===== src/rtl/ilf_pkg.sv =====
// Shared types and constants for the IMAP literal line framer.
package ilf_pkg;

  // Byte codes the framer looks for
  localparam logic [7:0] CH_CR    = 8'h0D;
  localparam logic [7:0] CH_LF    = 8'h0A;
  localparam logic [7:0] CH_OPEN  = 8'h7B;
  localparam logic [7:0] CH_CLOSE = 8'h7D;
  localparam logic [7:0] CH_ZERO  = 8'h30;
  localparam logic [7:0] CH_NINE  = 8'h39;

  localparam int unsigned LEN_W = 31;
  localparam int unsigned ACC_W = 32;

  // Literal size accumulator saturates at 2^31
  localparam logic [ACC_W-1:0] SIZE_SAT = 32'h8000_0000;
  localparam logic [LEN_W-1:0] MAX_LIT_RESET = 31'h7FFF_FFFF;

  // Error codes
  localparam logic [1:0] ERR_NONE      = 2'd0;
  localparam logic [1:0] ERR_NO_BRACE  = 2'd1;
  localparam logic [1:0] ERR_BAD_DIGIT = 2'd2;
  localparam logic [1:0] ERR_TOO_BIG   = 2'd3;

  // One framed result
  typedef struct packed {
    logic [7:0]       out_byte;
    logic             is_payload;
    logic             literal_begins;
    logic [LEN_W-1:0] literal_length;
    logic             response_done;
    logic [1:0]       error_code;
  } result_t;

endpackage


===== src/rtl/ilf_if.sv =====
// Channel interfaces: received bytes, framed results and the size-limit write.
interface ilf_in_if;
  logic       valid;
  logic       ready;
  logic [7:0] rx_byte;
  modport source (output valid, output rx_byte, input ready);
  modport sink (input valid, input rx_byte, output ready);
endinterface

interface ilf_out_if;
  logic                        valid;
  logic                        ready;
  logic [7:0]                  out_byte;
  logic                        is_payload;
  logic                        literal_begins;
  logic [ilf_pkg::LEN_W-1:0]   literal_length;
  logic                        response_done;
  logic [1:0]                  error_code;
  modport source (output valid, output out_byte, output is_payload, output literal_begins,
                  output literal_length, output response_done, output error_code,
                  input ready);
  modport sink (input valid, input out_byte, input is_payload, input literal_begins,
                input literal_length, input response_done, input error_code,
                output ready);
endinterface

interface ilf_cfg_if;
  logic                      valid;
  logic                      ready;
  logic [ilf_pkg::LEN_W-1:0] max_literal_size;
  modport source (output valid, output max_literal_size, input ready);
  modport sink (input valid, input max_literal_size, output ready);
endinterface


===== src/rtl/ilf_skid.sv =====
// Output register with a skid stage so input ready does not depend on output ready.
module ilf_skid (
  input  logic             clk,
  input  logic             rst_n,
  input  logic             s_valid,
  output logic             s_ready,
  input  ilf_pkg::result_t s_data,
  output logic             m_valid,
  input  logic             m_ready,
  output ilf_pkg::result_t m_data
);

  logic             main_v_r;
  logic             skid_v_r;
  ilf_pkg::result_t main_r;
  ilf_pkg::result_t skid_r;
  logic             s_fire;

  assign s_ready = !skid_v_r;
  assign s_fire  = s_valid && s_ready;
  assign m_valid = main_v_r;
  assign m_data  = main_r;

  // Control: main slot refills from skid first, else from the incoming request
  always_ff @(posedge clk) begin
    if (!rst_n) begin
      main_v_r <= 1'b0;
      skid_v_r <= 1'b0;
    end else if (!main_v_r || m_ready) begin
      if (skid_v_r) begin
        main_v_r <= 1'b1;
        skid_v_r <= 1'b0;
      end else begin
        main_v_r <= s_fire;
      end
    end else if (s_fire) begin
      skid_v_r <= 1'b1;
    end
  end

  // Payload
  always_ff @(posedge clk) begin
    if (!main_v_r || m_ready) begin
      if (skid_v_r) begin
        main_r <= skid_r;
      end else begin
        main_r <= s_data;
      end
    end else if (s_fire) begin
      skid_r <= s_data;
    end
  end

endmodule


===== src/rtl/imap_literal_line_framer.sv =====
// IMAP literal line framer: sorts received server bytes into response lines and literals.
// Takes one received byte per clock unless the skid stage is full, and returns one result per
// byte, in order, registered in the output register or in the skid stage. All framing state
// (two-byte window, brace and digit tracking, literal byte counter) updates in the cycle a
// byte is accepted, so bytes stream back to back; a skid stage on the output keeps input
// ready registered and lets the block keep accepting while one result waits. A line that
// ends in '}' CR LF with a valid decimal count between the last '{' and the '}' announces a
// literal; that many following bytes are marked as payload. Any other CR LF completes the
// response. A malformed announcement reports an error code on its LF and drops the line.
// max_literal_size must be written only while the block is idle.
module imap_literal_line_framer (
  input logic      clk,
  input logic      rst_n,
  ilf_in_if.sink   in_ch,
  ilf_out_if.source out_ch,
  ilf_cfg_if.sink  cfg_ch
);

  localparam int unsigned LW = ilf_pkg::LEN_W;
  localparam int unsigned AW = ilf_pkg::ACC_W;

  logic [LW-1:0] max_lit_r;

  logic          in_literal_r, in_literal_nxt;
  logic [LW-1:0] bytes_left_r, bytes_left_nxt;
  logic [7:0]    recent0_r, recent0_nxt;
  logic [7:0]    recent1_r, recent1_nxt;
  logic          brace_seen_r, brace_seen_nxt;
  logic          digits_valid_r, digits_valid_nxt;
  logic          run_open_r, run_open_nxt;
  logic [AW-1:0] size_acc_r, size_acc_nxt;

  logic             in_fire;
  logic             skid_ready;
  ilf_pkg::result_t res;
  ilf_pkg::result_t out_data;
  logic [7:0]       b;
  logic [LW-1:0]    left_dec;
  logic [AW+3:0]    acc_x10;
  logic             fold_digit;

  assign b           = in_ch.rx_byte;
  assign in_ch.ready = skid_ready;
  assign in_fire     = in_ch.valid && skid_ready;
  assign cfg_ch.ready = 1'b1;

  // Size limit register
  always_ff @(posedge clk) begin
    if (!rst_n) begin
      max_lit_r <= ilf_pkg::MAX_LIT_RESET;
    end else if (cfg_ch.valid) begin
      max_lit_r <= cfg_ch.max_literal_size;
    end
  end

  // Decimal step on the byte leaving the window
  assign fold_digit = (recent1_r >= ilf_pkg::CH_ZERO) && (recent1_r <= ilf_pkg::CH_NINE);
  assign acc_x10 = {1'b0, size_acc_r, 3'b000} + {3'b000, size_acc_r, 1'b0}
                 + {32'd0, recent1_r[3:0]};
  assign left_dec = (bytes_left_r != '0) ? bytes_left_r - LW'(1) : bytes_left_r;

  // Framing logic for one byte
  always_comb begin
    in_literal_nxt   = in_literal_r;
    bytes_left_nxt   = bytes_left_r;
    recent0_nxt      = recent0_r;
    recent1_nxt      = recent1_r;
    brace_seen_nxt   = brace_seen_r;
    digits_valid_nxt = digits_valid_r;
    run_open_nxt     = run_open_r;
    size_acc_nxt     = size_acc_r;

    res.out_byte       = b;
    res.is_payload     = 1'b0;
    res.literal_begins = 1'b0;
    res.literal_length = '0;
    res.response_done  = 1'b0;
    res.error_code     = ilf_pkg::ERR_NONE;

    if (in_literal_r) begin
      // payload byte
      res.is_payload = 1'b1;
      bytes_left_nxt = left_dec;
      if (left_dec == '0) begin
        in_literal_nxt = 1'b0;
        recent0_nxt    = '0;
        recent1_nxt    = '0;
      end
    end else if (b == ilf_pkg::CH_LF && recent0_r == ilf_pkg::CH_CR) begin
      // end of line
      if (recent1_r == ilf_pkg::CH_CLOSE) begin
        priority if (!brace_seen_r) begin
          res.error_code = ilf_pkg::ERR_NO_BRACE;
        end else if (!digits_valid_r) begin
          res.error_code = ilf_pkg::ERR_BAD_DIGIT;
        end else if (size_acc_r > {1'b0, max_lit_r}) begin
          res.error_code = ilf_pkg::ERR_TOO_BIG;
        end else begin
          res.literal_begins = 1'b1;
          res.literal_length = size_acc_r[LW-1:0];
          bytes_left_nxt     = size_acc_r[LW-1:0];
          in_literal_nxt     = (size_acc_r[LW-1:0] != '0);
        end
      end else begin
        res.response_done = 1'b1;
      end
      recent0_nxt      = '0;
      recent1_nxt      = '0;
      brace_seen_nxt   = 1'b0;
      digits_valid_nxt = 1'b0;
      run_open_nxt     = 1'b0;
      size_acc_nxt     = '0;
    end else begin
      // line text: fold the oldest window byte, then shift
      if (recent1_r == ilf_pkg::CH_OPEN) begin
        brace_seen_nxt   = 1'b1;
        run_open_nxt     = 1'b1;
        digits_valid_nxt = 1'b0;
        size_acc_nxt     = '0;
      end else if (fold_digit) begin
        if (run_open_r) begin
          size_acc_nxt = (acc_x10 > {4'd0, ilf_pkg::SIZE_SAT}) ? ilf_pkg::SIZE_SAT
                                                               : acc_x10[AW-1:0];
          digits_valid_nxt = 1'b1;
        end
      end else begin
        run_open_nxt     = 1'b0;
        digits_valid_nxt = 1'b0;
      end
      recent1_nxt = recent0_r;
      recent0_nxt = b;
    end
  end

  // Framing state
  always_ff @(posedge clk) begin
    if (!rst_n) begin
      in_literal_r   <= 1'b0;
      bytes_left_r   <= '0;
      recent0_r      <= '0;
      recent1_r      <= '0;
      brace_seen_r   <= 1'b0;
      digits_valid_r <= 1'b0;
      run_open_r     <= 1'b0;
      size_acc_r     <= '0;
    end else if (in_fire) begin
      in_literal_r   <= in_literal_nxt;
      bytes_left_r   <= bytes_left_nxt;
      recent0_r      <= recent0_nxt;
      recent1_r      <= recent1_nxt;
      brace_seen_r   <= brace_seen_nxt;
      digits_valid_r <= digits_valid_nxt;
      run_open_r     <= run_open_nxt;
      size_acc_r     <= size_acc_nxt;
    end
  end

  // Result register and skid stage
  ilf_skid u_skid (
    .clk     (clk),
    .rst_n   (rst_n),
    .s_valid (in_ch.valid),
    .s_ready (skid_ready),
    .s_data  (res),
    .m_valid (out_ch.valid),
    .m_ready (out_ch.ready),
    .m_data  (out_data)
  );

  assign out_ch.out_byte       = out_data.out_byte;
  assign out_ch.is_payload     = out_data.is_payload;
  assign out_ch.literal_begins = out_data.literal_begins;
  assign out_ch.literal_length = out_data.literal_length;
  assign out_ch.response_done  = out_data.response_done;
  assign out_ch.error_code     = out_data.error_code;

endmodule

===== src/flat_wrapper.sv =====
// flat-port wrapper written by rule: the top's interface ports become plain ports
module imap_literal_line_framer_flat 
  (clk, rst_n, in_ch_valid, in_ch_rx_byte, in_ch_ready, out_ch_valid, out_ch_out_byte, out_ch_is_payload, out_ch_literal_begins, out_ch_literal_length, out_ch_response_done, out_ch_error_code, out_ch_ready, cfg_ch_valid, cfg_ch_max_literal_size, cfg_ch_ready);
  ilf_in_if in_ch_i ();
  ilf_out_if out_ch_i ();
  ilf_cfg_if cfg_ch_i ();
  input logic clk;
  input logic rst_n;
  input wire logic [$bits(in_ch_i.valid)-1:0] in_ch_valid;
  input wire logic [$bits(in_ch_i.rx_byte)-1:0] in_ch_rx_byte;
  output wire logic [$bits(in_ch_i.ready)-1:0] in_ch_ready;
  output wire logic [$bits(out_ch_i.valid)-1:0] out_ch_valid;
  output wire logic [$bits(out_ch_i.out_byte)-1:0] out_ch_out_byte;
  output wire logic [$bits(out_ch_i.is_payload)-1:0] out_ch_is_payload;
  output wire logic [$bits(out_ch_i.literal_begins)-1:0] out_ch_literal_begins;
  output wire logic [$bits(out_ch_i.literal_length)-1:0] out_ch_literal_length;
  output wire logic [$bits(out_ch_i.response_done)-1:0] out_ch_response_done;
  output wire logic [$bits(out_ch_i.error_code)-1:0] out_ch_error_code;
  input wire logic [$bits(out_ch_i.ready)-1:0] out_ch_ready;
  input wire logic [$bits(cfg_ch_i.valid)-1:0] cfg_ch_valid;
  input wire logic [$bits(cfg_ch_i.max_literal_size)-1:0] cfg_ch_max_literal_size;
  output wire logic [$bits(cfg_ch_i.ready)-1:0] cfg_ch_ready;
  assign in_ch_i.valid = in_ch_valid;
  assign in_ch_i.rx_byte = in_ch_rx_byte;
  assign in_ch_ready = in_ch_i.ready;
  assign out_ch_valid = out_ch_i.valid;
  assign out_ch_out_byte = out_ch_i.out_byte;
  assign out_ch_is_payload = out_ch_i.is_payload;
  assign out_ch_literal_begins = out_ch_i.literal_begins;
  assign out_ch_literal_length = out_ch_i.literal_length;
  assign out_ch_response_done = out_ch_i.response_done;
  assign out_ch_error_code = out_ch_i.error_code;
  assign out_ch_i.ready = out_ch_ready;
  assign cfg_ch_i.valid = cfg_ch_valid;
  assign cfg_ch_i.max_literal_size = cfg_ch_max_literal_size;
  assign cfg_ch_ready = cfg_ch_i.ready;
  imap_literal_line_framer u_core (.clk(clk), .rst_n(rst_n), .in_ch(in_ch_i), .out_ch(out_ch_i), .cfg_ch(cfg_ch_i));
endmodule

===== config.mk =====
export PLATFORM = sky130hd
export DESIGN_NAME = imap_literal_line_framer_flat
export DESIGN_NICKNAME = d
export VERILOG_FILES = /design/src/rtl/ilf_pkg.sv /design/src/rtl/ilf_if.sv /design/src/rtl/ilf_skid.sv /design/src/rtl/imap_literal_line_framer.sv /design/src/flat_wrapper.sv
export SDC_FILE = /design/constraint.sdc
export NUM_CORES = 1
export LEC_CHECK = 0
export ABC_AREA = 1
export ABC_CLOCK_PERIOD_IN_PS = 8350
export BUFFER_PORTS_ARGS = -buffer_cell sky130_fd_sc_hd__buf_2
export CAP_MARGIN = 10
export CORE_ASPECT_RATIO = 0.6
export CORE_UTILIZATION = 60
export DETAILED_ROUTE_END_ITERATION = 10
export PLACE_DENSITY_LB_ADDON = 0.05
export SYNTH_ARGS = -nofsm -noshare
export SYNTH_HDL_FRONTEND = slang
export SYNTH_SLANG_ARGS = --single-unit
export TNS_END_PERCENT = 5

===== constraint.sdc =====
create_clock -name clk -period 8.35 [get_ports clk]
set_input_delay 1.2525 -clock clk [delete_from_list [all_inputs] [get_ports clk]]
set_output_delay 1.2525 -clock clk [all_outputs]
set_load 0.05 [all_outputs]

# Word level (Yosys, flattened, before mapping)
# Cells that the tools add are included.
[op_classes]
addsub = 3
n_lt_le_gt_ge = 4
n_eq_ne = 8
mux = 47
bitwise_logic = 3
reduce_logical = 24
[op_table]
columns = ["cell", "n"]
rows = [
  ["$mux W32", 9],
  ["$mux W31", 7],
  ["$mux W35", 2],
  ["$reduce_bool A31 Y1", 2],
  ["$mux W44", 1],
  ["$mux W8", 5],
  ["$add A35 B33 Y36", 1],
  ["$add A36 B4 Y36", 1],
  ["$gt A36 B32 Y1 const B", 1],
  ["$gt A32 B31 Y1", 1],
  ["$logic_not A31 Y1", 1],
  ["$sub A31 B1 Y31 const B", 1],
  ["$mux W1", 19],
  ["$eq A8 B4 Y1 const B", 2],
  ["$eq A8 B7 Y1 const B", 2],
  ["$reduce_bool A2 Y1", 5],
  ["$reduce_and A3 Y1", 3],
  ["$ge A8 B6 Y1 const B", 1],
  ["$le A8 B6 Y1 const B", 1],
  ["$mux W2", 4],
  ["$reduce_and A6 Y1", 1],
  ["$reduce_bool A3 Y1", 2],
  ["$ne A4 B3 Y1 const B", 1],
  ["$reduce_and A2 Y1", 2],
  ["other kinds (9)", 14],
]
[word_totals]
regBits = 204
out_inout_bits = 47
wordCells = 112

# Longest topological paths before layout
# Gate-level depths: netlist (run 1).
[depth]
ltp_word = 8
depth_mapped = 23
ltp_nobuf = 22

# Modules after synthesis
# Synthesis (run 1) repeated with hierarchy kept, for this count alone.
[hier_totals]
cells_unflattened = 1844
area_unflattened_um2 = 13171.4
[by_module_without_submodules]
columns = ["mod", "n_inst", "cells_per_inst", "area_per_inst_um2", "seq_area_each_um2"]
rows = [
  ["imap_literal_line_framer", 1, 1603, 9839.4, 2282.2],
  ["ilf_skid", 1, 241, 3331.9, 2682.6],
]

# Worst setup path before layout (run 1)
# Ideal clock, no wire load.
[synth_timing]
path_kind = "in2reg"
start = "in out_ch_ready"
end = "reg u_core.u_skid.skid_r[0] in the netlist's numbering (enable)"
arrival_ps = 3966
slack_ps = 3939
path_stages = 3
cell_sequence = "nor2_1 > inv_1 > nor2_1"
[synth_via]
elab_chain_len = 3
[synth_lines]
columns = ["item", "line_no", "source"]
rows = [
  ["from (decl)", "flat_wrapper.sv:19", "input wire logic [$bits(out_ch_i.ready)-1:0] out_ch_ready;"],
  ["$logic_or A1 B1 Y1", "ilf_skid.sv:43", "if (!main_v_r || m_ready) begin"],
  ["$not A1 Y1 (no source line)", "n/a", ""],
  ["$reduce_and A2 Y1 (no source line)", "n/a", ""],
  ["to (signal assigned)", "ilf_skid.sv:50", "skid_r <= s_data;"],
  ["to (decl)", "ilf_skid.sv:16", "ilf_pkg::result_t skid_r;"],
]
# Every way passes these cells.
# A chain may end at the register's enable or synchronous reset.

# Worst setup path in the final report (run 1)
[layout_timing]
start = "reg u_core.size_acc_r[2]"
end = "reg u_core.size_acc_r[28]"
[layout_via]
elab_chain_len = 8
[layout_lines]
columns = ["item", "line_no", "source"]
rows = [
  ["from (decl)", "imap_literal_line_framer.sv:31", "logic [AW-1:0] size_acc_r, size_acc_nxt;"],
  ["from (signal assigned)", "imap_literal_line_framer.sv:154", "size_acc_r <= size_acc_nxt;"],
  ["$add A35 B33 Y36 *", "imap_literal_line_framer.sv:58", "assign acc_x10 = {1'b0, size_acc_r, 3'b000} + {3'b000, size_acc_r, 1'b0}"],
  ["$add A36 B4 Y36 *", "imap_literal_line_framer.sv:59", "+ {32'd0, recent1_r[3:0]};"],
  ["$gt A36 B32 Y1", "imap_literal_line_framer.sv:122", "size_acc_nxt = (acc_x10 > {4'd0, ilf_pkg::SIZE_SAT}) ? ilf_pkg::SIZE_SAT"],
  ["$mux W32 *", "imap_literal_line_framer.sv:122", ""],
  ["$mux W32 *", "imap_literal_line_framer.sv:121", "if (run_open_r) begin"],
  ["$mux W32 *", "imap_literal_line_framer.sv:120", "end else if (fold_digit) begin"],
  ["$mux W32 *", "imap_literal_line_framer.sv:115", "if (recent1_r == ilf_pkg::CH_OPEN) begin"],
  ["$mux W32 *", "imap_literal_line_framer.sv:89", "end else if (b == ilf_pkg::CH_LF && recent0_r == ilf_pkg::CH_CR) begin"],
]
# Every way passes the cells marked *; elsewhere a longest branch is shown, timed or not. The select of a mux whose other input is x is not followed.

==> results of run 1 <==
[synthesized netlist by cell type (4+ instances only)]
cell                       count
sky130_fd_sc_hd__nand4_1      27
sky130_fd_sc_hd__a21oi_1     194
sky130_fd_sc_hd__buf_2        14
sky130_fd_sc_hd__inv_1       262
sky130_fd_sc_hd__xor2_1       24
sky130_fd_sc_hd__nand3b_1      6
sky130_fd_sc_hd__nand3_1     114
sky130_fd_sc_hd__o21ai_0     116
sky130_fd_sc_hd__edfxtp_1     88
sky130_fd_sc_hd__nor3_1       15
sky130_fd_sc_hd__dfxtp_1     116
sky130_fd_sc_hd__clkbuf_1     47
sky130_fd_sc_hd__ha_1         96
sky130_fd_sc_hd__or2_2         4
sky130_fd_sc_hd__nor2_2        9
sky130_fd_sc_hd__nand2_1     506
sky130_fd_sc_hd__xnor2_1       7
sky130_fd_sc_hd__nor2_1      224
sky130_fd_sc_hd__nor4_1        9
[metrics by stage]
step | setup WS (ps) | power, mW | std cells | hold slack, ps
finish | 4042 | 2.524 | 2268 | 466.3
global route | 3874 | 2.612 | 2268 | 485.3
CTS | 4193 | 2.519 | 2267 | 471.4
detailed placement | 4269 | 1.507 | 2231 | 461.2
global placement | 4326 | 1.504 | 2231 | 453.7
floorplan | 3939 | 1.407 | 1915 | 406.4
[path summary, 6_finish.rpt]
check	depth (start not counted)	slack (ps)	endpoint
max	17	4040	u_core.size_acc_r[28]$_SDFFE_PN0P_
min	2	470	u_core.max_lit_r[1]$_SDFFE_PN1P_
max reg2reg	17	4040	u_core.size_acc_r[28]$_SDFFE_PN0P_
min reg2reg	2	470	u_core.max_lit_r[1]$_SDFFE_PN1P_
[kinds of logic (layout without fill, tap and decap cells)]
family,after synthesis,after routing,synth area share
flops,204,204,0.3737
xor+xnor,31,31,0.02044
buf+inv,332,406,0.09795
mux,1,1,0.0008476
other cells,1,1,0.0002823
compound gates,324,324,0.1251
simple gates,924,924,0.2883
fa+ha+maj,98,98,0.09343
[routing by layer]
layer	GRT usage	vias up
met5	0	-
met3	0.08596	52
met4	0.08942	0
met1	0.5692	6035
met2	0.4875	725
li1	-	6342
[state kept, by name, indices dropped and copies added, names as in the netlist, 8 cells and up]
signal	flops
u_core.u_skid.skid_r	44
u_core.size_acc_r	32
u_core.recent1_r	8
u_core.bytes_left_r	31
u_core.u_skid.m_data	44
u_core.recent0_r	8
u_core.max_lit_r	31
[worst max-delay path, delay by kind of cell (launching register included)]
kind	cells	cell delay [ps]
AOI/OAI and AO/OA	1	200
xor gates and xnor gates	1	410
adders and majority gates	2	950
buffers and inverters	2	250
DFF	1	530
and+or+nand+nor	11	1890
[power by group]
group          total, mW  switching [mW]  internal (mW)  leakage [nW]
clock               1.03           0.423          0.603         0.363
sequential          1.10          0.0202           1.08          1.88
combinational      0.402           0.292          0.110          5.42
total               2.52           0.735           1.79          7.66
[area by class of cell]
| cell class | count | area (sq um) | area share |
|---|---|---|---|
| multi-input cells | 1379 | 7032 | 0.4797 |
| flip-flops and latches | 204 | 4965 | 0.3387 |
| inverters | 264 | 993.5 | 0.06777 |
| repair buffers | 106 | 580.6 | 0.03960 |
| clock buffers | 21 | 504.2 | 0.03440 |
| well taps | 279 | 349.1 | 0.02381 |
| clock inverters | 15 | 235.2 | 0.01605 |
==> summary.md, run 1 <==
The core area was 21340 sq um. TritonCTS built the clock tree. The number of setup buffers added after CTS is 0. In this run the power density over the cells is 172.2 nW/um^2. For this design the static power due to leakage is 7.660 nW. The floorplan has 41 rows. Clock root buffer: sky130_fd_sc_hd__clkbuf_16. Worst min-delay path category: flop to flop. Data on the critical path arrives at its endpoint at 4760 ps.

For this block, the via count after detailed routing is 13154. The width of the die is 194.1 um, and the minimum period implied by the final worst setup slack is 4308 ps. The share of async-settable or async-resettable flops after synthesis works out to 0. The post-place instance area was 13900 sq um; the detail-routed via count per cell was 5.800.

The first global-routing pass estimated 63.40 mm of wire. Compared with the post-synthesis result, the final layout area differs by 10.34%. The slew of the pin with the lowest slew margin came out at 1016 ps.

Cell with the largest stage delay on the worst path: sky130_fd_sc_hd__nand2_1. The logs give 0 for the initial antenna violation count and 17.45 ps for the final worst clock skew. The maximum net fanout on the critical path was 31. The Yosys warning count came out at 0. Counting flops and latches in the post-synthesis netlist gives 204. The run gives 91 as the number of ports placed on the die boundary. The repair_antennas step left the layout with diodes totalling 0. Buffers inserted during clock tree synthesis total 20. In the final timing run, aggregate negative setup slack is 0 ps.

In this run the cell area of the synthesized design comes to 13290 sq um. The worst setup path is launched from a flop. The flow ran to the end, and the final reports show no timing, DRC or antenna violations. After synthesis, the cell types taking the most area are sky130_fd_sc_hd__edfxtp_1, sky130_fd_sc_hd__dfxtp_1, sky130_fd_sc_hd__nand2_1. The net count of the mapped netlist is 2057, and the die span in y is 117.3 um. The portion of synthesized cell area occupied by the leading cell type came out at 0.1989.

Critical path required time: 8800 ps. The tools report the final standard cell area without fillers as 14660 sq um. In this run the most critical hold path is launched from u_core.max_lit_r[1]$_SDFFE_PN1P_. Cell type with the largest total area after synthesis: sky130_fd_sc_hd__edfxtp_1. The ratio of cells with drive above 1 in the final layout is 0.08547, and the wire length on met1 is 19.38 mm.

Tracing the worst setup path back leads to its startpoint at u_core.size_acc_r[2]$_SDFFE_PN0P_. The clock net in this run drives a total of 204 sinks. The final global-route overflow total is 0. Once detail routing completed, the nets flagged for antenna violations numbered 0. The most used flip-flop cell after synthesis is sky130_fd_sc_hd__dfxtp_1. The sequential-to-total area share from yosys stat is 0.3737. Path type of the worst setup path: flop to flop.

The max-slew violation count is 0, and the die footprint is 22760 sq um. The final critical-path share of the clock period is 0.5159. Highest cell delay on the worst timing path: 740 ps. Across the VDD grid, the largest voltage drop is 205.5 uV.

Summed over all layers, the routed wires come to 41.27 mm. The wire-length estimate of the detail-placed layout is 30.31 mm. The global routing usage summed across all routing layers is 0.3626, and the routability-driven placement congestion ratio is 1.071. The initial core utilization was 0.6225; the final design utilization was 0.6869. The tool flagged a number of max-cap violations equal to 0. Critical register-to-register path startpoint: u_core.size_acc_r[2]$_SDFFE_PN0P_. The post-detailed-route wirelength per cell works out to 18.20 um. The top cell types in the final layout, fill and taps aside, are sky130_fd_sc_hd__nand2_1, sky130_fd_sc_hd__inv_1, sky130_fd_sc_hd__nor2_1. The logs give 1 for the number of H-tree branching levels and 0 for the number of instances resized during post-cts repair. The net count of the finished layout is 2117. For the total count of hold-check failures in the final report, the log shows 0. For the wire length on met2, the log shows 15.40 mm.

The tools report the total setup violations reported at the end of the flow as 0. Setup repair after global routing left no endpoint under its margin. Clock-pin slew was measured on the worst setup and hold paths at 70 ps. The netlist uses 45 different library cells.

The iteration count of the initial detailed-routing pass was 6; the synthesized area per cell was 6.937 sq um. In this run, the number of DRC markers left after iteration 0 of detailed routing was 1726. Wire segments on met3 add up to 5.630 mm in the final route. Entering global routing, the biggest net connects 70 pins.

The highest routed metal layer was met4. The leading cell type in the layout, fill and taps excluded is sky130_fd_sc_hd__nand2_1. The clock tree buffer depth was 3. Fill cells in the final layout number 1893. Counting flops with a built-in enable in the synthesized netlist gives 88. The cell type with the highest occurrence count on the critical path is sky130_fd_sc_hd__nand2_1. For this run, the top clock speed supported by timing is 232.1 MHz.

Latest clock arrival within the worst-skew pair: 530 ps. The worst slew slack as a fraction of its limit is 0.3208. The post-synthesis cell count is 1915, and the hold buffer count at CTS is 0.

Port buffering added 89 buffers. The signal on the critical path passes through inv_1 -> fa_1 -> inv_1 -> ha_1 -> nand3_1 -> nand3_1 -> nand2_1 -> nand2_1 -> xnor2_1 -> nand2_1 -> nor2_1 -> nand3_1 -> nor2_1 -> nand2_1 -> nand2_1 -> nand3_1 -> a21oi_1. The number of DRC violations after detailed routing was 0. The tools report the endpoint type of the worst setup path as a flop. The via count of the first global-routing pass came out at 11412.
(Power assumes the default switching activity.)
==> run 2: changes to the inputs <==
ABC_CLOCK_PERIOD_IN_PS = 3460   (was 8350)
CORE_UTILIZATION = 56   (was 60)
clock period = 3.46 ns   (was 8.35 ns; I/O delays follow)
==> summary.md, run 2 (synthesis gave the netlist of run 1 again) <==
The run gives 1684 (was 1726) as the DRC violation total after the first TritonRoute iteration. The maximum net fanout on the critical path was 7 (was 31); the width of the die was 200.8 um (was 194.1 um). Leading cell type in the layout, fill and taps excluded: sky130_fd_sc_hd__nand2_1 (unchanged). The detail-routed via count per cell is 5.551 (was 5.800).

The type of element launching the critical path was a flop (unchanged). Count of antenna-violating nets left after detailed routing: 0 (unchanged). Detailed-route wire length: 42.26 mm (was 41.27 mm). The slack of the worst reg-to-reg path was 160 ps (was 4040 ps); the setup TNS after final layout was 0 ps (unchanged). The final design utilization is 0.6522 (was 0.6869). The static leakage power came out at 7.908 nW (was 7.660 nW).

For the worst slew slack as a fraction of its limit, the log shows 0.3570 (was 0.3208). The largest net degree at the start of global routing came out at 65 (was 70). The routability-driven placement congestion ratio was 1.005 (was 1.071); the number of sinks on the clock net was 204 (unchanged). The ratio of cells with drive above 1 in the final layout came out at 0.1156 (was 0.08547). The final worst clock skew was 25.03 ps (was 17.45 ps); the number of ports placed on the die boundary was 91 (unchanged). The initial antenna violation count is 0 (unchanged).

The run gives 23190 sq um (was 21340 sq um) as the core area. Path type of the worst setup path: flop to flop (unchanged). The tools report the global-route wire length before repair as 64.41 mm (was 63.40 mm). The TritonCTS buffer count was 20 (unchanged). The tools report the number of H-tree branching levels as 1 (unchanged). The logs give 0.5729 (was 0.6225) for the initial core utilization and 183.4 ps (was 466.3 ps) for the worst slack on hold paths. For the final-stage net count, the log shows 2169 (was 2117). The worst min-delay path category is input port to flop (was flop to flop). The number of vias after detailed routing is 13079 (was 13154). The clock root buffer is sky130_fd_sc_hd__clkbuf_16 (unchanged).

Number of input and output port buffers inserted: 89 (unchanged). TritonCTS built the clock tree. The number of cells on the worst reg-to-reg path came out at 18 (was 17). The tools report the storage element area as 4966 sq um (was 4965 sq um).

The number of diodes added for antenna fixing is 0 (unchanged). The number of DRC violations after detailed routing came out at 0 (unchanged). Die span in y: 121.3 um (was 117.3 um). Total setup violations reported at the end of the flow: 0 (unchanged). Iteration count of the initial detailed-routing pass: 5 (was 6). The max-slew violation count is 0 (unchanged), and the slew of the pin with the lowest slew margin is 964.5 ps (was 1016 ps). The global routing usage summed across all routing layers came out at 0.3451 (was 0.3626). The via count of the first global-routing pass is 11444 (was 11412). The run gives 24360 sq um (was 22760 sq um) as the die footprint. The post-detailed-route wirelength per cell is 17.94 um (was 18.20 um). The minimum period implied by the final worst setup slack is 3302 ps (was 4308 ps). The run finished with clean final reports.

The tools report the number of fillers in the final layout as 2106 (was 1893). The hold buffer count at CTS is 0 (unchanged), and the largest voltage drop on the vdd net is 328.5 uV (was 205.5 uV). The area overhead of the layout relative to synthesis was 13.84% (was 10.34%).

The endpoint type of the worst setup path is a flop (unchanged). The detailed placer's ending HPWL came out at 32.31 mm (was 30.31 mm). The critical path required time is 3900 ps (was 8800 ps), and the total power divided by cell area is 377.3 nW/um^2 (was 172.2 nW/um^2).

For the number of maximum-capacitance constraint violations, the log shows 0 (unchanged). Area of combinational cells with multiple inputs: 7101 sq um (was 7032 sq um). The total power after layout was 5.707 mW (was 2.524 mW); the achievable frequency was 302.9 MHz (was 232.1 MHz). The clock tree buffer depth came out at 3 (unchanged). Setup repair after global routing left no endpoint under its margin.

Commonest non-fill, non-tap cells in the layout: sky130_fd_sc_hd__nand2_1, sky130_fd_sc_hd__inv_1, sky130_fd_sc_hd__nor2_1 (unchanged). The clock transition at the registers of the reported paths is 70 ps (about the same). The final critical-path share of the clock period was 0.9542 (was 0.5159). The standard-cell row count was 43 (was 41); the arrival time at the worst endpoint was 3740 ps (was 4760 ps). The logs give 15120 sq um (was 14660 sq um) for the final standard cell area without fillers and 0 (unchanged) for the total count of hold-check failures in the final report. The logs give 0 (unchanged) for the final global-route overflow total and 14400 sq um (was 13900 sq um) for the post-place instance area.

For the latest clock arrival within the worst-skew pair, the log shows 530 ps (about the same). The number of stages on the worst hold path is 1 (was 2).
## run 2: cell count changes in the layout (fill, tap and decap cells not counted), sizes merged
cell	change
buf	+51
bufinv	-5
clkbuf	+2
clkinvlp	+3
inv	+1
## run 2: worst max-delay path: stages, from the launching register on
cell                      delay (ps)
sky130_fd_sc_hd__dfxtp_1         350
sky130_fd_sc_hd__buf_4           160
sky130_fd_sc_hd__ha_1            290
sky130_fd_sc_hd__ha_1            380
sky130_fd_sc_hd__nand2_1         130
sky130_fd_sc_hd__nor2_2          200
sky130_fd_sc_hd__nand3_1         180
sky130_fd_sc_hd__nand3_1         190
sky130_fd_sc_hd__nand2_1          90
sky130_fd_sc_hd__nand3_1         110
sky130_fd_sc_hd__nand2_1          60
sky130_fd_sc_hd__nor2_1          200
sky130_fd_sc_hd__nand2_1          90
sky130_fd_sc_hd__nor2_2          150
sky130_fd_sc_hd__nand2_1         120
sky130_fd_sc_hd__nand2_4         120
sky130_fd_sc_hd__buf_4           160
sky130_fd_sc_hd__nand3_1          80
sky130_fd_sc_hd__a21oi_1         160
## run 2: layout make-up
| cell class | count | area share |
|---|---|---|
| Multi-Input combinational cell | 1379 | 0.4695 |
| Clock buffer | 22 | 0.03359 |
| Timing Repair Buffer | 158 | 0.06899 |
| Sequential cell | 204 | 0.3283 |
| Tap cell | 315 | 0.02606 |
| Inverter | 264 | 0.06569 |
| Clock inverter | 14 | 0.007859 |
## run 2: path summary, 6_finish.rpt
path | start | endpoint
hold reg to reg | u_core.max_lit_r[20]$_SDFFE_PN1P_ | u_core.max_lit_r[20]$_SDFFE_PN1P_
setup / recovery | u_core.size_acc_r[8]$_SDFFE_PN0P_ | u_core.size_acc_r[22]$_SDFFE_PN0P_
setup reg to reg | u_core.size_acc_r[8]$_SDFFE_PN0P_ | u_core.size_acc_r[22]$_SDFFE_PN0P_
hold / removal | in_ch_rx_byte[5] | u_core.u_skid.skid_r[41]$_DFFE_PP_
## run 2: power by group
group / internal (mW) / switching, mW
logic: 0.271 / 0.705
registers: 2.60 / 0.0397
clock network: 1.09 / 1.00
## run 2: repair_timing
| action | in CTS | in global routing |
|---|---|---|
| setup buffers | 0 | 0 |
| gates resized for setup | 0 | 18 |
| setup endpoints to repair | 0 | 31 |
## run 2: metal layers
metal | part of all wire | global-route usage | up-vias | wire [um]
li1 | - | - | 6431 | -
met1 | 0.49 | 0.5581 | 5952 | 20790
met2 | 0.37 | 0.4462 | 653 | 15550
met3 | 0.13 | 0.08700 | 43 | 5309
met4 | 0.014 | 0.06345 | 0 | 603
met5 | 0 | 0 | - | 0
## run 2: through the flow
step	worst slack, ps	std cells
6_report	158.4	2356
4_1_cts	154.1	2355
5_1_grt	28.09	2356
2_1_floorplan	338.6	1915
3_3_place_gp	237.6	2319
3_5_place_dp	185.7	2319
==> run 3: changes to the inputs <==
CORE_UTILIZATION = 35   (was 56)
==> summary.md, run 3 (synthesis gave the netlist of run 1 again) <==
The worst slew slack as a fraction of its limit is 0.3420 (was 0.3570), and the number of cells on the worst reg-to-reg path is 17 (was 18). For the TritonCTS buffer count, the log shows 22 (was 20). The max-slew violation count was 0 (unchanged); the final-stage net count was 2164 (was 2169).

The tools report the number of placed instances with taps included as 2501 (was 2319). The number of DRC violations after detailed routing is 0 (unchanged). For the critical path required time, the log shows 3940 ps (was 3900 ps). The logs give 0 (unchanged) for the total count of hold-check failures in the final report and 0 (unchanged) for the hold buffer count at CTS.

Standard-cell row count: 54 (was 43). Die footprint: 38770 sq um (was 24360 sq um). The tools report the setup TNS after final layout as 0 ps (unchanged). The gate family responsible for the most delay along the worst path was adder cells (was simple AND/OR/NAND/NOR gates). The number of ports placed on the die boundary is 91 (unchanged), and the number of input and output port buffers inserted is 89 (unchanged). The run gives 0 (unchanged) as the number of maximum-capacitance constraint violations.

The worst slack after detailed placement was 174.7 ps (was 185.7 ps). For the number of diodes added for antenna fixing, the log shows 0 (unchanged). The path type of the worst setup path was flop to flop (unchanged). The ratio of cells with drive above 1 in the final layout is 0.1114 (was 0.1156), and the global routing usage summed across all routing layers is 0.2449 (was 0.3451). For the static leakage power, the log shows 7.908 nW (about the same). Number of buffer and inverter instances along the worst setup path: 4 (was 2). Worst min-delay path category: input port to flop (unchanged).

The maximum net fanout on the critical path came out at 15 (was 7). Cell-by-cell listing of the critical path: inv_1 -> fa_1 -> inv_1 -> ha_1 -> nand2_1 -> nor2_1 -> nand3_1 -> nand3_1 -> nand2_1 -> nand3_1 -> a21o_1 -> xnor2_1 -> inv_1 -> nand2_2 -> clkbuf_16 -> nand3_1 -> a21oi_1 (was buf_4 -> ha_1 -> ha_1 -> nand2_1 -> nor2_2 -> nand3_1 -> nand3_1 -> nand2_1 -> nand3_1 -> nand2_1 -> nor2_1 -> nand2_1 -> nor2_2 -> nand2_1 -> nand2_4 -> buf_4 -> nand3_1 -> a21oi_1). Iteration count of the initial detailed-routing pass: 6 (was 5). The tools report the initial antenna violation count as 0 (unchanged). Commonest non-fill, non-tap cells in the layout: sky130_fd_sc_hd__nand2_1, sky130_fd_sc_hd__inv_1, sky130_fd_sc_hd__nor2_1 (unchanged). The logs give 65 (unchanged) for the largest net degree at the start of global routing and 0.3608 (was 0.5729) for the initial core utilization.

For the arrival time at the worst endpoint, the log shows 3730 ps (was 3740 ps). The run gives 0.4171 (was 0.6522) as the final design utilization. The tools report the core area as 36820 sq um (was 23190 sq um). Number of sinks on the clock net: 204 (unchanged).

The number of H-tree branching levels was 1 (unchanged); the final standard cell area without fillers was 15360 sq um (was 15120 sq um). The minimum period implied by the final worst setup slack was 3255 ps (was 3302 ps). The number of stages on the worst hold path was 1 (unchanged); the routing usage on met2 was 0.3028 (was 0.4462).

The cell type with the highest occurrence count on the critical path is sky130_fd_sc_hd__nand3_1 (was sky130_fd_sc_hd__nand2_1). TritonCTS built the clock tree. The final worst clock skew was 34.92 ps (was 25.03 ps); the width of the die was 253.5 um (was 200.8 um). The clock tree buffer depth was 3 (unchanged); the slew of the pin with the lowest slew margin was 987.0 ps (was 964.5 ps).

The leading cell type in the layout, fill and taps excluded was sky130_fd_sc_hd__nand2_1 (unchanged). For the global routing usage on met3, the log shows 0.06335 (was 0.08700). Detailed-route wire length: 47.55 mm (was 42.26 mm). The area overhead of the layout relative to synthesis was 15.60% (was 13.84%). The final critical-path share of the clock period was 0.9407 (was 0.9542). The logs give 560 ps (was 530 ps) for the latest clock arrival within the worst-skew pair and 205.3 ps (was 158.4 ps) for the post-layout worst setup margin. The final global-route overflow total is 0 (unchanged), and the die span in y is 152.9 um (was 121.3 um). The tools report the routability-driven placement congestion ratio as 0.9681 (was 1.005). The clock transition at the registers of the reported paths is 60 ps (was 70 ps). The layer with the highest usage was met1 (unchanged). The post-place instance area is 14570 sq um (was 14400 sq um). The cell with the largest stage delay on the worst path is sky130_fd_sc_hd__fa_1 (was sky130_fd_sc_hd__ha_1). The logs give 0 (unchanged) for the total setup violations reported at the end of the flow and 12723 (was 13079) for the number of vias after detailed routing. The DRC violation total after the first TritonRoute iteration is 1225 (was 1684), and the number of cells on the critical path is 17 (was 18).

The global-route wire length before repair was 72.08 mm (was 64.41 mm). The number of instances resized during post-cts repair was 0 (unchanged). The worst slack on hold paths was 162.5 ps (was 183.4 ps). The post-detailed-route wirelength per cell was 18.71 um (was 17.94 um). The total power after layout is 6.042 mW (was 5.707 mW), and the met1 global-route usage is 0.4109 (was 0.5581). The tools report the largest voltage drop on the vdd net as 269.5 uV (was 328.5 uV). The tools report the achievable frequency as 307.2 MHz (was 302.9 MHz). The total power divided by cell area is 393.5 nW/um^2 (was 377.3 nW/um^2), and the via count of the first global-routing pass is 11600 (was 11444). The highest cell delay on the worst timing path is 600 ps (was 380 ps). Setup repair after global routing left no endpoint under its margin.

The setup fix buffers added after clock tree synthesis was 0 (unchanged). The clock root buffer was sky130_fd_sc_hd__clkbuf_16 (unchanged). The post-layout instance count excluding filler cells is 2542 (was 2356). The endpoint type of the worst setup path was a flop (unchanged). The run finished with clean final reports. The type of element launching the critical path was a flop (unchanged). The detailed placer's ending HPWL was 36.28 mm (was 32.31 mm); the count of antenna-violating nets left after detailed routing was 0 (unchanged).

The detail-routed via count per cell was 5.005 (was 5.551).
[run 3: routing by layer]
layer / vias to the layer above / part of all wire / routed length [um]
met2: 405 / 0.36 / 17040
li1: 6431 / - / -
met4: 0 / 0.0091 / 434
met3: 28 / 0.094 / 4480
met5: - / 0 / 0
met1: 5859 / 0.54 / 25590
[run 3: worst register-to-register path, cell delays in order (launching register included)]
cell	delay, ps
sky130_fd_sc_hd__dfxtp_1	330
sky130_fd_sc_hd__inv_1	70
sky130_fd_sc_hd__fa_1	600
sky130_fd_sc_hd__inv_1	80
sky130_fd_sc_hd__ha_1	330
sky130_fd_sc_hd__nand2_1	80
sky130_fd_sc_hd__nor2_1	50
sky130_fd_sc_hd__nand3_1	110
sky130_fd_sc_hd__nand3_1	170
sky130_fd_sc_hd__nand2_1	120
sky130_fd_sc_hd__nand3_1	100
sky130_fd_sc_hd__a21o_1	230
sky130_fd_sc_hd__xnor2_1	270
sky130_fd_sc_hd__inv_1	110
sky130_fd_sc_hd__nand2_2	140
sky130_fd_sc_hd__clkbuf_16	190
sky130_fd_sc_hd__nand3_1	90
sky130_fd_sc_hd__a21oi_1	140
[run 3: path summary, 6_finish.rpt]
check / start / endpoint / slack (ps)
setup reg to reg: u_core.size_acc_r[0]$_SDFFE_PN0P_ / u_core.size_acc_r[19]$_SDFFE_PN0P_ / 210
setup / recovery: u_core.size_acc_r[0]$_SDFFE_PN0P_ / u_core.size_acc_r[19]$_SDFFE_PN0P_ / 210
hold reg to reg: u_core.max_lit_r[17]$_SDFFE_PN1P_ / u_core.max_lit_r[17]$_SDFFE_PN1P_ / 460
hold / removal: in_ch_rx_byte[5] / u_core.u_skid.skid_r[41]$_DFFE_PP_ / 160
[run 3: cell type report]
| class | count | area (sq um) |
|---|---|---|
| inverters | 264 | 993.5 |
| repair buffers | 151 | 978.4 |
| fillers | 3922 | 21470 |
| clock buffers | 35 | 639.4 |
| multi-input cells | 1379 | 7067 |
| clock inverters | 5 | 77.57 |
| well taps | 504 | 630.6 |
| flip-flops and latches | 204 | 4971 |
[run 3: power by group]
group,switching [mW],internal [mW]
logic,0.735,0.269
clock network,1.05,1.35
registers,0.0400,2.60
total,1.82,4.22
